$ cat config.mk
export PLATFORM = sky130hd
export DESIGN_NAME = day_count_to_calendar_date
export DESIGN_NICKNAME = d
export VERILOG_FILES = /design/src/rtl/core/dcc_pkg.sv /design/src/rtl/core/dcc_sub.sv /design/src/rtl/core/day_count_to_calendar_date.sv
export SDC_FILE = /design/constraint.sdc
export NUM_CORES = 1
export LEC_CHECK = 0
export ABC_AREA = 0
export BUFFER_PORTS_ARGS = -buffer_cell sky130_fd_sc_hd__buf_2
export CAP_MARGIN = 40
export CELL_PAD_IN_SITES_DETAIL_PLACEMENT = 1
export CELL_PAD_IN_SITES_GLOBAL_PLACEMENT = 1
export CORE_MARGIN = 5
export CORE_UTILIZATION = 40
export DETAILED_ROUTE_END_ITERATION = 6
export PLACE_DENSITY_LB_ADDON = 0.1
export SLEW_MARGIN = 20
export SYNTH_ARGS = -nofsm -noshare
export SYNTH_HDL_FRONTEND = slang
export SYNTH_SLANG_ARGS = --single-unit
$ cat constraint.sdc
create_clock -name clk -period 6 [get_ports clk]
set_input_delay 1.2 -clock clk [delete_from_list [all_inputs] [get_ports clk]]
set_output_delay 1.2 -clock clk [all_outputs]
set_load 0.05 [all_outputs]
$ cat src/rtl/core/dcc_pkg.sv
// Shared types, constants and helper functions for the day count to calendar date block.
package dcc_pkg;

  localparam int unsigned OPW = 16;

  localparam logic [11:0] EPOCH_YEAR      = 12'd1978;
  localparam logic [1:0]  EPOCH_MOD4      = 2'd2;
  localparam logic [6:0]  EPOCH_MOD100    = 7'd78;
  localparam logic [1:0]  EPOCH_CENT_MOD4 = 2'd3;
  localparam logic [6:0]  LAST_OF_CENTURY = 7'd99;

  localparam logic [15:0] DAYS_LEAP_YEAR   = 16'd366;
  localparam logic [15:0] DAYS_COMMON_YEAR = 16'd365;
  localparam logic [10:0] MAX_MINUTE_OF_DAY = 11'd1439;
  localparam logic [15:0] MINUTES_PER_HOUR  = 16'd60;
  localparam logic [5:0]  MAX_SECOND        = 6'd59;
  localparam logic [3:0]  LAST_MONTH        = 4'd11;
  localparam logic [3:0]  FEBRUARY          = 4'd1;

  typedef enum logic [2:0] {
    ST_IDLE,
    ST_YEAR,
    ST_MONTH,
    ST_HOUR,
    ST_SEC,
    ST_DONE
  } state_t;

  typedef struct packed {
    logic [15:0] day_count;
    logic [10:0] minute_of_day;
    logic [11:0] tick_of_minute;
  } stamp_t;

  typedef struct packed {
    logic [11:0] year;
    logic [3:0]  month;
    logic [4:0]  day_of_month;
    logic [4:0]  hour;
    logic [5:0]  minute;
    logic [5:0]  second;
  } date_t;

  typedef struct packed {
    logic           lt;
    logic [OPW-1:0] diff;
  } sub_res_t;

  // Month length for a zero-based month index; February grows in leap years.
  function automatic logic [4:0] month_len(input logic [3:0] mon, input logic leap);
    logic [4:0] len;
    case (mon)
      4'd0, 4'd2, 4'd4, 4'd6, 4'd7, 4'd9, 4'd11: len = 5'd31;
      FEBRUARY:                               len = leap ? 5'd29 : 5'd28;
      default:                                len = 5'd30;
    endcase
    return len;
  endfunction

endpackage

$ cat src/rtl/core/dcc_sub.sv
// Shared compare and subtract unit used by every step of the sequencer.
module dcc_sub (
  input  logic [dcc_pkg::OPW-1:0] a,
  input  logic [dcc_pkg::OPW-1:0] b,
  output dcc_pkg::sub_res_t       res
);

  logic [dcc_pkg::OPW:0] wide;

  assign wide     = {1'b0, a} - {1'b0, b};
  assign res.lt   = wide[dcc_pkg::OPW];
  assign res.diff = wide[dcc_pkg::OPW-1:0];

endmodule

$ cat src/rtl/core/day_count_to_calendar_date.sv
// Day count to calendar date converter: top level with sequencer and output register.
//
// Usage:
//   A timestamp transaction enters on stamp/stamp_valid and is taken when
//   stamp_stall is low. stamp_stall stays high while a timestamp is being
//   converted. One date transaction per timestamp leaves on date/date_valid;
//   the receiver holds it with date_stall and the date stays put until taken.
//   Conversion steps: the load of the working registers, then year stepping,
//   month stepping, hour stepping, second stepping, and the write of the
//   output register, which waits while a stalled date still holds it. All
//   steps share one compare and subtract unit, one step per cycle, so the
//   year walk dominates the conversion time. A new timestamp is taken while
//   the last date still waits in the output register.
//   Reset (rst, synchronous) returns the sequencer to idle and drops date_valid.
//   Minutes above 1439 read as 23:59; seconds saturate at 59.
module day_count_to_calendar_date #(
  parameter int unsigned TICK_RATE = 50,
  parameter int unsigned DAY_BITS  = 16
) (
  input  logic            clk,
  input  logic            rst,
  input  logic            stamp_valid,
  output logic            stamp_stall,
  input  dcc_pkg::stamp_t stamp,
  output logic            date_valid,
  input  logic            date_stall,
  output dcc_pkg::date_t  date
);

  localparam logic [15:0] DAY_MASK =
    (DAY_BITS >= 16) ? 16'hFFFF : 16'((64'd1 << DAY_BITS) - 64'd1);
  localparam logic [dcc_pkg::OPW-1:0] TICK_STEP = dcc_pkg::OPW'(TICK_RATE);

  dcc_pkg::state_t   state, state_next;
  dcc_pkg::sub_res_t res;

  logic [dcc_pkg::OPW-1:0] op_a, op_b;
  logic [15:0] days;
  logic [10:0] mins;
  logic [11:0] ticks;
  logic [11:0] year;
  logic [1:0]  y_mod4;
  logic [6:0]  y_mod100;
  logic [1:0]  cent_mod4;
  logic [3:0]  mon;
  logic [4:0]  hour;
  logic [5:0]  sec;
  logic        leap;
  logic        out_free;
  logic        accept;

  assign leap     = (y_mod4 == 2'd0) && ((y_mod100 != 7'd0) || (cent_mod4 == 2'd0));
  assign out_free = !date_valid || !date_stall;
  assign accept   = stamp_valid && !stamp_stall;
  assign stamp_stall = (state != dcc_pkg::ST_IDLE);

  dcc_sub u_sub (
    .a   (op_a),
    .b   (op_b),
    .res (res)
  );

  always_comb begin
    state_next = state;
    op_a       = '0;
    op_b       = '0;
    unique case (state)
      dcc_pkg::ST_IDLE: begin
        if (stamp_valid) state_next = dcc_pkg::ST_YEAR;
      end
      dcc_pkg::ST_YEAR: begin
        op_a = days;
        op_b = leap ? dcc_pkg::DAYS_LEAP_YEAR : dcc_pkg::DAYS_COMMON_YEAR;
        if (res.lt) state_next = dcc_pkg::ST_MONTH;
      end
      dcc_pkg::ST_MONTH: begin
        op_a = days;
        op_b = dcc_pkg::OPW'(dcc_pkg::month_len(mon, leap));
        if (res.lt || mon == dcc_pkg::LAST_MONTH) state_next = dcc_pkg::ST_HOUR;
      end
      dcc_pkg::ST_HOUR: begin
        op_a = dcc_pkg::OPW'(mins);
        op_b = dcc_pkg::MINUTES_PER_HOUR;
        if (res.lt) state_next = dcc_pkg::ST_SEC;
      end
      dcc_pkg::ST_SEC: begin
        op_a = dcc_pkg::OPW'(ticks);
        op_b = TICK_STEP;
        if (res.lt || sec == dcc_pkg::MAX_SECOND) state_next = dcc_pkg::ST_DONE;
      end
      dcc_pkg::ST_DONE: begin
        if (out_free) state_next = dcc_pkg::ST_IDLE;
      end
      default: state_next = dcc_pkg::ST_IDLE;
    endcase
  end

  always_ff @(posedge clk) begin
    if (rst) begin
      state <= dcc_pkg::ST_IDLE;
    end else begin
      state <= state_next;
    end
  end

  // Working registers: load on accept, then advance one step per cycle.
  always_ff @(posedge clk) begin
    case (state)
      dcc_pkg::ST_IDLE: begin
        if (accept) begin
          days      <= stamp.day_count & DAY_MASK;
          mins      <= (stamp.minute_of_day > dcc_pkg::MAX_MINUTE_OF_DAY) ?
                       dcc_pkg::MAX_MINUTE_OF_DAY : stamp.minute_of_day;
          ticks     <= stamp.tick_of_minute;
          year      <= dcc_pkg::EPOCH_YEAR;
          y_mod4    <= dcc_pkg::EPOCH_MOD4;
          y_mod100  <= dcc_pkg::EPOCH_MOD100;
          cent_mod4 <= dcc_pkg::EPOCH_CENT_MOD4;
          mon       <= '0;
          hour      <= '0;
          sec       <= '0;
        end
      end
      dcc_pkg::ST_YEAR: begin
        if (!res.lt) begin
          days   <= res.diff;
          year   <= year + 12'd1;
          y_mod4 <= y_mod4 + 2'd1;
          if (y_mod100 == dcc_pkg::LAST_OF_CENTURY) begin
            y_mod100  <= '0;
            cent_mod4 <= cent_mod4 + 2'd1;
          end else begin
            y_mod100 <= y_mod100 + 7'd1;
          end
        end
      end
      dcc_pkg::ST_MONTH: begin
        if (!res.lt && mon != dcc_pkg::LAST_MONTH) begin
          days <= res.diff;
          mon  <= mon + 4'd1;
        end
      end
      dcc_pkg::ST_HOUR: begin
        if (!res.lt) begin
          mins <= res.diff[10:0];
          hour <= hour + 5'd1;
        end
      end
      dcc_pkg::ST_SEC: begin
        if (!res.lt && sec != dcc_pkg::MAX_SECOND) begin
          ticks <= res.diff[11:0];
          sec   <= sec + 6'd1;
        end
      end
      default: begin
      end
    endcase
  end

  // Output register: drop the date once taken, load a finished one when free.
  always_ff @(posedge clk) begin
    if (rst) begin
      date_valid <= 1'b0;
    end else if (state == dcc_pkg::ST_DONE && out_free) begin
      date_valid <= 1'b1;
    end else if (!date_stall) begin
      date_valid <= 1'b0;
    end
  end

  always_ff @(posedge clk) begin
    if (state == dcc_pkg::ST_DONE && out_free) begin
      date.year         <= year;
      date.month        <= mon + 4'd1;
      date.day_of_month <= days[4:0] + 5'd1;
      date.hour         <= hour;
      date.minute       <= mins[5:0];
      date.second       <= sec;
    end
  end

endmodule

## Yosys cells after proc, flatten, opt, wreduce, memory -nomap -nowiden

Cells that the tools add are included.
Widths: inputs -> output; s select.

- Word-level logic and storage cells: 138
- Input port bits: 43
- Output and inout port bits: 40
- Register bits after elaboration: 119

- Magnitude comparators: 1
- Reduce and logical (&&, ||, !) cells: 33
- $add $sub $neg: 9
- Eq/ne operators: 29
- Multiplexer cells: 48

Operators with widths:

| operator | count |
|---|---|
| $pmux 16 s3 | 2 |
| $mux 12 | 4 |
| $mux 16 | 3 |
| $pmux 12 s2 | 2 |
| $pmux 9 s4 | 1 |
| $mux 11 | 3 |
| $ne 2x2->1 const B | 12 |
| $pmux 11 s2 | 1 |
| $mux 7 | 3 |
| $mux 3 | 6 |
| $pmux 3 s6 | 1 |
| $sub 16x9->17 | 1 |
| $pmux 7 s2 | 1 |
| $add 12x1->12 const B | 1 |
| $eq 4x3->1 const B | 3 |
| $mux 2 | 6 |
| $mux 6 | 2 |
| $pmux 2 s2 | 3 |
| $pmux 6 s2 | 1 |
| $reduce_and 3->1 | 4 |
| $gt 11x11->1 const B | 1 |
| $add 5x1->5 const B | 2 |
| $mux 5 | 2 |
| $pmux 5 s2 | 1 |
| 31 further kinds | 54 |

## Depth between registers and ports, before layout

- Depth in word-level cells: 11
- Mapped depth: 17
- Gate-level depth less buffers: 16

## Cells and area by module

Synthesis repeated with hierarchy kept, for this count alone.

- Cells, all modules: 573
- Area total of the unflattened synthesis: 6518.8 sq um

Modules (own cells, without submodules):

| module | area an instance (sq um) | times used | cells an instance |
|---|---|---|---|
| day_count_to_calendar_date | 5581.6 | 1 | 451 |
| dcc_sub | 937.1 | 1 | 122 |

## Worst setup path after synthesis

OpenSTA, ideal clock, no wires.

- Path type: reg2reg
- Start point: register y_mod100[0]
- End point: register y_mod100[0] (enable)
- Path buffers: 0
- Clock period less this slack: 5101 ps
- Library setup time: 428 ps
- Setup slack: 899 ps
- Arrival: 4673 ps
- Cell stages (with the launch flop): 16
- Path through: edfxtp_1 -> inv_1 -> ha_1 -> or4b_2 -> o41ai_2 -> o21ai_0 -> a22o_1 -> ha_1 -> fa_1 -> nor2b_1 -> o31a_1 -> o31a_1 -> o31ai_2 -> nand2_1 -> nor2_1 -> o21ai_0

- Longest elaborated chain between the ends: 9

RTL lines:

| element | RTL line | text |
|---|---|---|
| start: declaration | day_count_to_calendar_date.sv:43 | `logic [6:0] y_mod100;` |
| start signal: assignment | day_count_to_calendar_date.sv:117 | `y_mod100 <= dcc_pkg::EPOCH_MOD100;` |
| start signal: assignment | day_count_to_calendar_date.sv:133 | `y_mod100 <= y_mod100 + 7'd1;` |
| $reduce_bool 7->1 (*) | day_count_to_calendar_date.sv:52 | `assign leap = (y_mod4 == 2'd0) && ((y_mod100 != 7'd0) \|\| (cent_mod4 == 2'd0));` |
| $logic_or 1x1->1 (*) | day_count_to_calendar_date.sv:52 |  |
| $logic_and 1x1->1 (*) | day_count_to_calendar_date.sv:52 |  |
| $mux 1 | dcc_pkg.sv:54 | `FEBRUARY: len = leap ? 5'd29 : 5'd28;` |
| $pmux 2 s2 | dcc_pkg.sv:52 | `case (mon)` |
| $pmux 9 s4 (*) | day_count_to_calendar_date.sv:67 | `unique case (state)` |
| $sub 16x9->17 (*) | dcc_sub.sv:10 | `assign wide = {1'b0, a} - {1'b0, b};` |
| $ne 2x2->1 (no line) (*) | - |  |
| $reduce_and 3->1 (no line) (*) | - |  |

Mark *: on every way between the ends. The rest lies on a longest branch, timed or not.
A chain may end at the register's enable or synchronous reset.

## Final worst setup path

- Start point: register y_mod100[0]
- End point: register days[12] (enable)

- Longest elaborated chain between the ends: 11

RTL lines:

| element | RTL line | text |
|---|---|---|
| $reduce_bool 7->1 (*) | day_count_to_calendar_date.sv:52 |  |
| $logic_or 1x1->1 (*) | day_count_to_calendar_date.sv:52 |  |
| $logic_and 1x1->1 (*) | day_count_to_calendar_date.sv:52 |  |
| $mux 1 | dcc_pkg.sv:54 |  |
| $pmux 2 s2 | dcc_pkg.sv:52 |  |
| $pmux 9 s4 (*) | day_count_to_calendar_date.sv:67 |  |
| $sub 16x9->17 (*) | dcc_sub.sv:10 |  |
| $logic_not 1->1 | day_count_to_calendar_date.sv:138 | `if (!res.lt && mon != dcc_pkg::LAST_MONTH) begin` |
| $logic_and 1x1->1 | day_count_to_calendar_date.sv:138 |  |
| $ne 2x2->1 (no line) | - |  |
| $reduce_and 4->1 (no line) (*) | - |  |
| end signal: assignment | day_count_to_calendar_date.sv:111 | `days <= stamp.day_count & DAY_MASK;` |
| end signal: assignment | day_count_to_calendar_date.sv:126 | `days <= res.diff;` |
| end signal: assignment | day_count_to_calendar_date.sv:139 | `days <= res.diff;` |
| end: declaration | day_count_to_calendar_date.sv:38 | `logic [15:0] days;` |

Marked as above.

==> results.cfg <==
[status]
status = finished, final reports clean

[worst_setup_path]
required_ns = 6.11
slowest_delay_ns = 0.60
cp.arrival_ns = 4.89
worst-path-buf-inv = 2
critPathKind = register to register
path_cells = inv_1 > ha_1 > or4b_2 > o41ai_2 > o21ai_0 > a22o_1 > ha_1 > fa_1 > nor2b_1 > o31a_1 > o31a_1 > o31ai_2 > nand2_1 > nor2_1 > o211ai_1 > buf_4
r2r_start = y_mod100[0]
startpoint = y_mod100[0]
cp_max_fo = 11
crit_family = compound AO/OA/AOI/OAI gates
cp_slowest_cell = o211ai_1
end_kind = register
start_kind = register

[clocking]
post_cts_resized = 0
clockBufferDepth = 2
cts_hold_buf = 0
cts_sinks = 119
clk_pin_slew_worst_paths_ns = 0.05
cts_root_buf = clkbuf_16
ctsHtreeMaxLevel = 4
tritoncts = yes
clkLatencyLatePin_ns = 0.41
cts_setup_buffers = 0
numCtsBuffers = 17

[sta]
slew_violations = 0
rsz0062_at_grt = no
hold_violations = 0
clock.fmax_mhz = 209
finClkSkew_ns = 0.00596
relSlewSlack_pct = 52.1
fin_setup_tns_ns = 0
min_period_ns = 4.79
fin_crit_sh_pct = 79.8
worst_hold_slack_ns = 0.456
tightest_slew_ns = 0.717
setup_viol = 0

[grt]
overflow = 0
grt_max_degree = 39
grt_pass1_wl_um = 24900
antenna_found_initial = 0
grt_pass1_vias = 4816
grtUsageTotal_pct = 17.8

[floorplan]
die_y_um = 134
die_area_um2 = 17900
pin_count = 83
coreArea_um2 = 15100
start_util_pct = 40.6
fp-row-count = 45
die_x_um = 134

[logic_synthesis]
synth_top_area_share_pct = 56.2
synth_top_family_by_area = simple AND/OR/NAND/NOR gates
ys.flop_type = edfxtp_1
synth_xor_area_share_pct = 5.27
synth_seq_area_share_pct = 57.5
syn_area_per_cell_um2 = 11.4
muxShareOfSynthArea_pct = 2.71
synthDistinctLibCells = 59
synth-edff-count = 115
yosys.area_share.simple_pct = 15.0
synth_area_um2 = 6150
synthAdderAreaFrac_pct = 4.40
async_flop_share_pct = 0
yosysWarningCount = 0
synth_compound_area_share_pct = 12.5
synth.most_common_cell = edfxtp_1
synth_fp_nets = 602
synthTopCellsByCount = edfxtp_1, nand2_1, o21ai_0, nor2_1, nand3_1
synthTopCellsByArea = edfxtp_1, nand2_1, o21ai_0
synth_seq_cells = 119
yosys.area.top_type = edfxtp_1
synthesis.instances = 538

[worst_hold_path]
hold_start = mins[2]
worstHoldPathType = register to register

[final_layout]
area_growth_pct = 20.4
diodes = 0
fill_cells = 1658
layout-drive-gt1-share_pct = 24.2
layout.nets = 692

[detailed_routing]
wl_met3_um = 577
drtIter0Drc = 240
dr.pass1.iters = 4
num_vias = 4436
route.met2.wl_um = 7850
met1_length_um = 6880
top_layer_used = met4
vias_per_cell = 5.35
drt_drc_violations_left = 0
wl_per_cell_um = 18.8
totalWireLength_um = 15600
ant_nets = 0

[place]
hpwl_um = 11200
portBuffers = 82
gp_congestion = 0.812

[power_and_ir_drop]
leakage_uw = 0.00277
peakVddDrop_uv = 323
power_density_nw_per_um2 = 656

[run]
maxCapViolations = 0
[area by class of cell]
| cell class | count | area [um^2] | area share [%] |
|---|---|---|---|
| Sequential cell | 119 | 3530 | 47.7 |
| Multi-Input combinational cell | 379 | 2470 | 33.4 |
| Timing Repair Buffer | 96 | 520 | 7.03 |
| Clock buffer | 18 | 429 | 5.80 |
| Tap cell | 188 | 235 | 3.18 |
| Clock inverter | 14 | 156 | 2.11 |
| Inverter | 15 | 56.3 | 0.761 |
[kinds of logic (layout without fill, tap and decap cells)]
logic type / count (synthesis) / in the layout
simple gates: 193 / 193
flops: 119 / 119
compound gates: 114 / 114
buf+inv: 40 / 143
xor+xnor: 37 / 37
fa+ha+maj: 21 / 21
mux: 14 / 14
[worst register-to-register path: stages, from the launching register on]
cell and delay [ns]:
edfxtp_1 0.43, inv_1 0.08, ha_1 0.14, or4b_2 0.59, o41ai_2 0.36, o21ai_0 0.14
a22o_1 0.22, ha_1 0.20, fa_1 0.42, nor2b_1 0.19, o31a_1 0.20, o31a_1 0.21
o31ai_2 0.12, nand2_1 0.12, nor2_1 0.10, o211ai_1 0.60, buf_4 0.35
[where the power goes]
| group | internal (uW) | switching [uW] | total (uW) |
|---|---|---|---|
| logic | 821 | 1480 | 2300 |
| registers | 1350 | 193 | 1540 |
| clock network | 647 | 366 | 1010 |
[path summary, 6_finish.rpt]
path              end  slack (ns)  cells past startpoint
max reg2reg  days[12]        1.21                     16
max          days[12]        1.21                     16
min           date[8]        0.46                      0
min reg2reg   date[8]        0.46                      0
[placed cells by master, fill, tap and decap left out, types with 5 or more instances in the layout]
cell	Yosys	layout
buf_4	0	12
inv_1	15	15
nor2b_1	6	6
mux2_2	11	11
and2_1	5	5
ha_1	20	20
xor2_1	19	19
nand2_1	72	72
clkbuf_16	0	17
o21ai_1	6	7
buf_2	5	82
nor3_1	13	13
nor2_1	45	45
nand3_1	22	22
edfxtp_1	115	115
xnor2_1	18	18
a21oi_1	11	10
and3_1	9	9
o21ai_0	51	49
a22oi_1	8	8
[sequential cells by signal, indices dropped and copies added, names as in the netlist]
signal and flops:
hour 5, days 16, mon 4, state 3
ticks 12, date_valid 1, sec 6, y_mod100 7
year 12, cent_mod4 2, date 38, mins 11
y_mod4 2
[per-layer routing]
metal	track usage, %	vias up
met5	0	-
met4	6.34	0
met3	3.68	20
met2	31.1	93
met1	21.9	2162
li1	-	2161
[metrics by stage]
step	instance area [um^2]	power (uW)	std cells	util [%]	setup slack, ns
finish	7400	4850	829	48.9	1.21
global route	7400	5200	829	48.9	0.974
CTS	7400	4900	828	48.8	1.21
detailed placement	6810	3860	796	45.0	1.29
global placement	6800	3800	795	44.9	1.41
floorplan	6150	3190	538	-	0.899
Power figures use the tool's default switching activity.
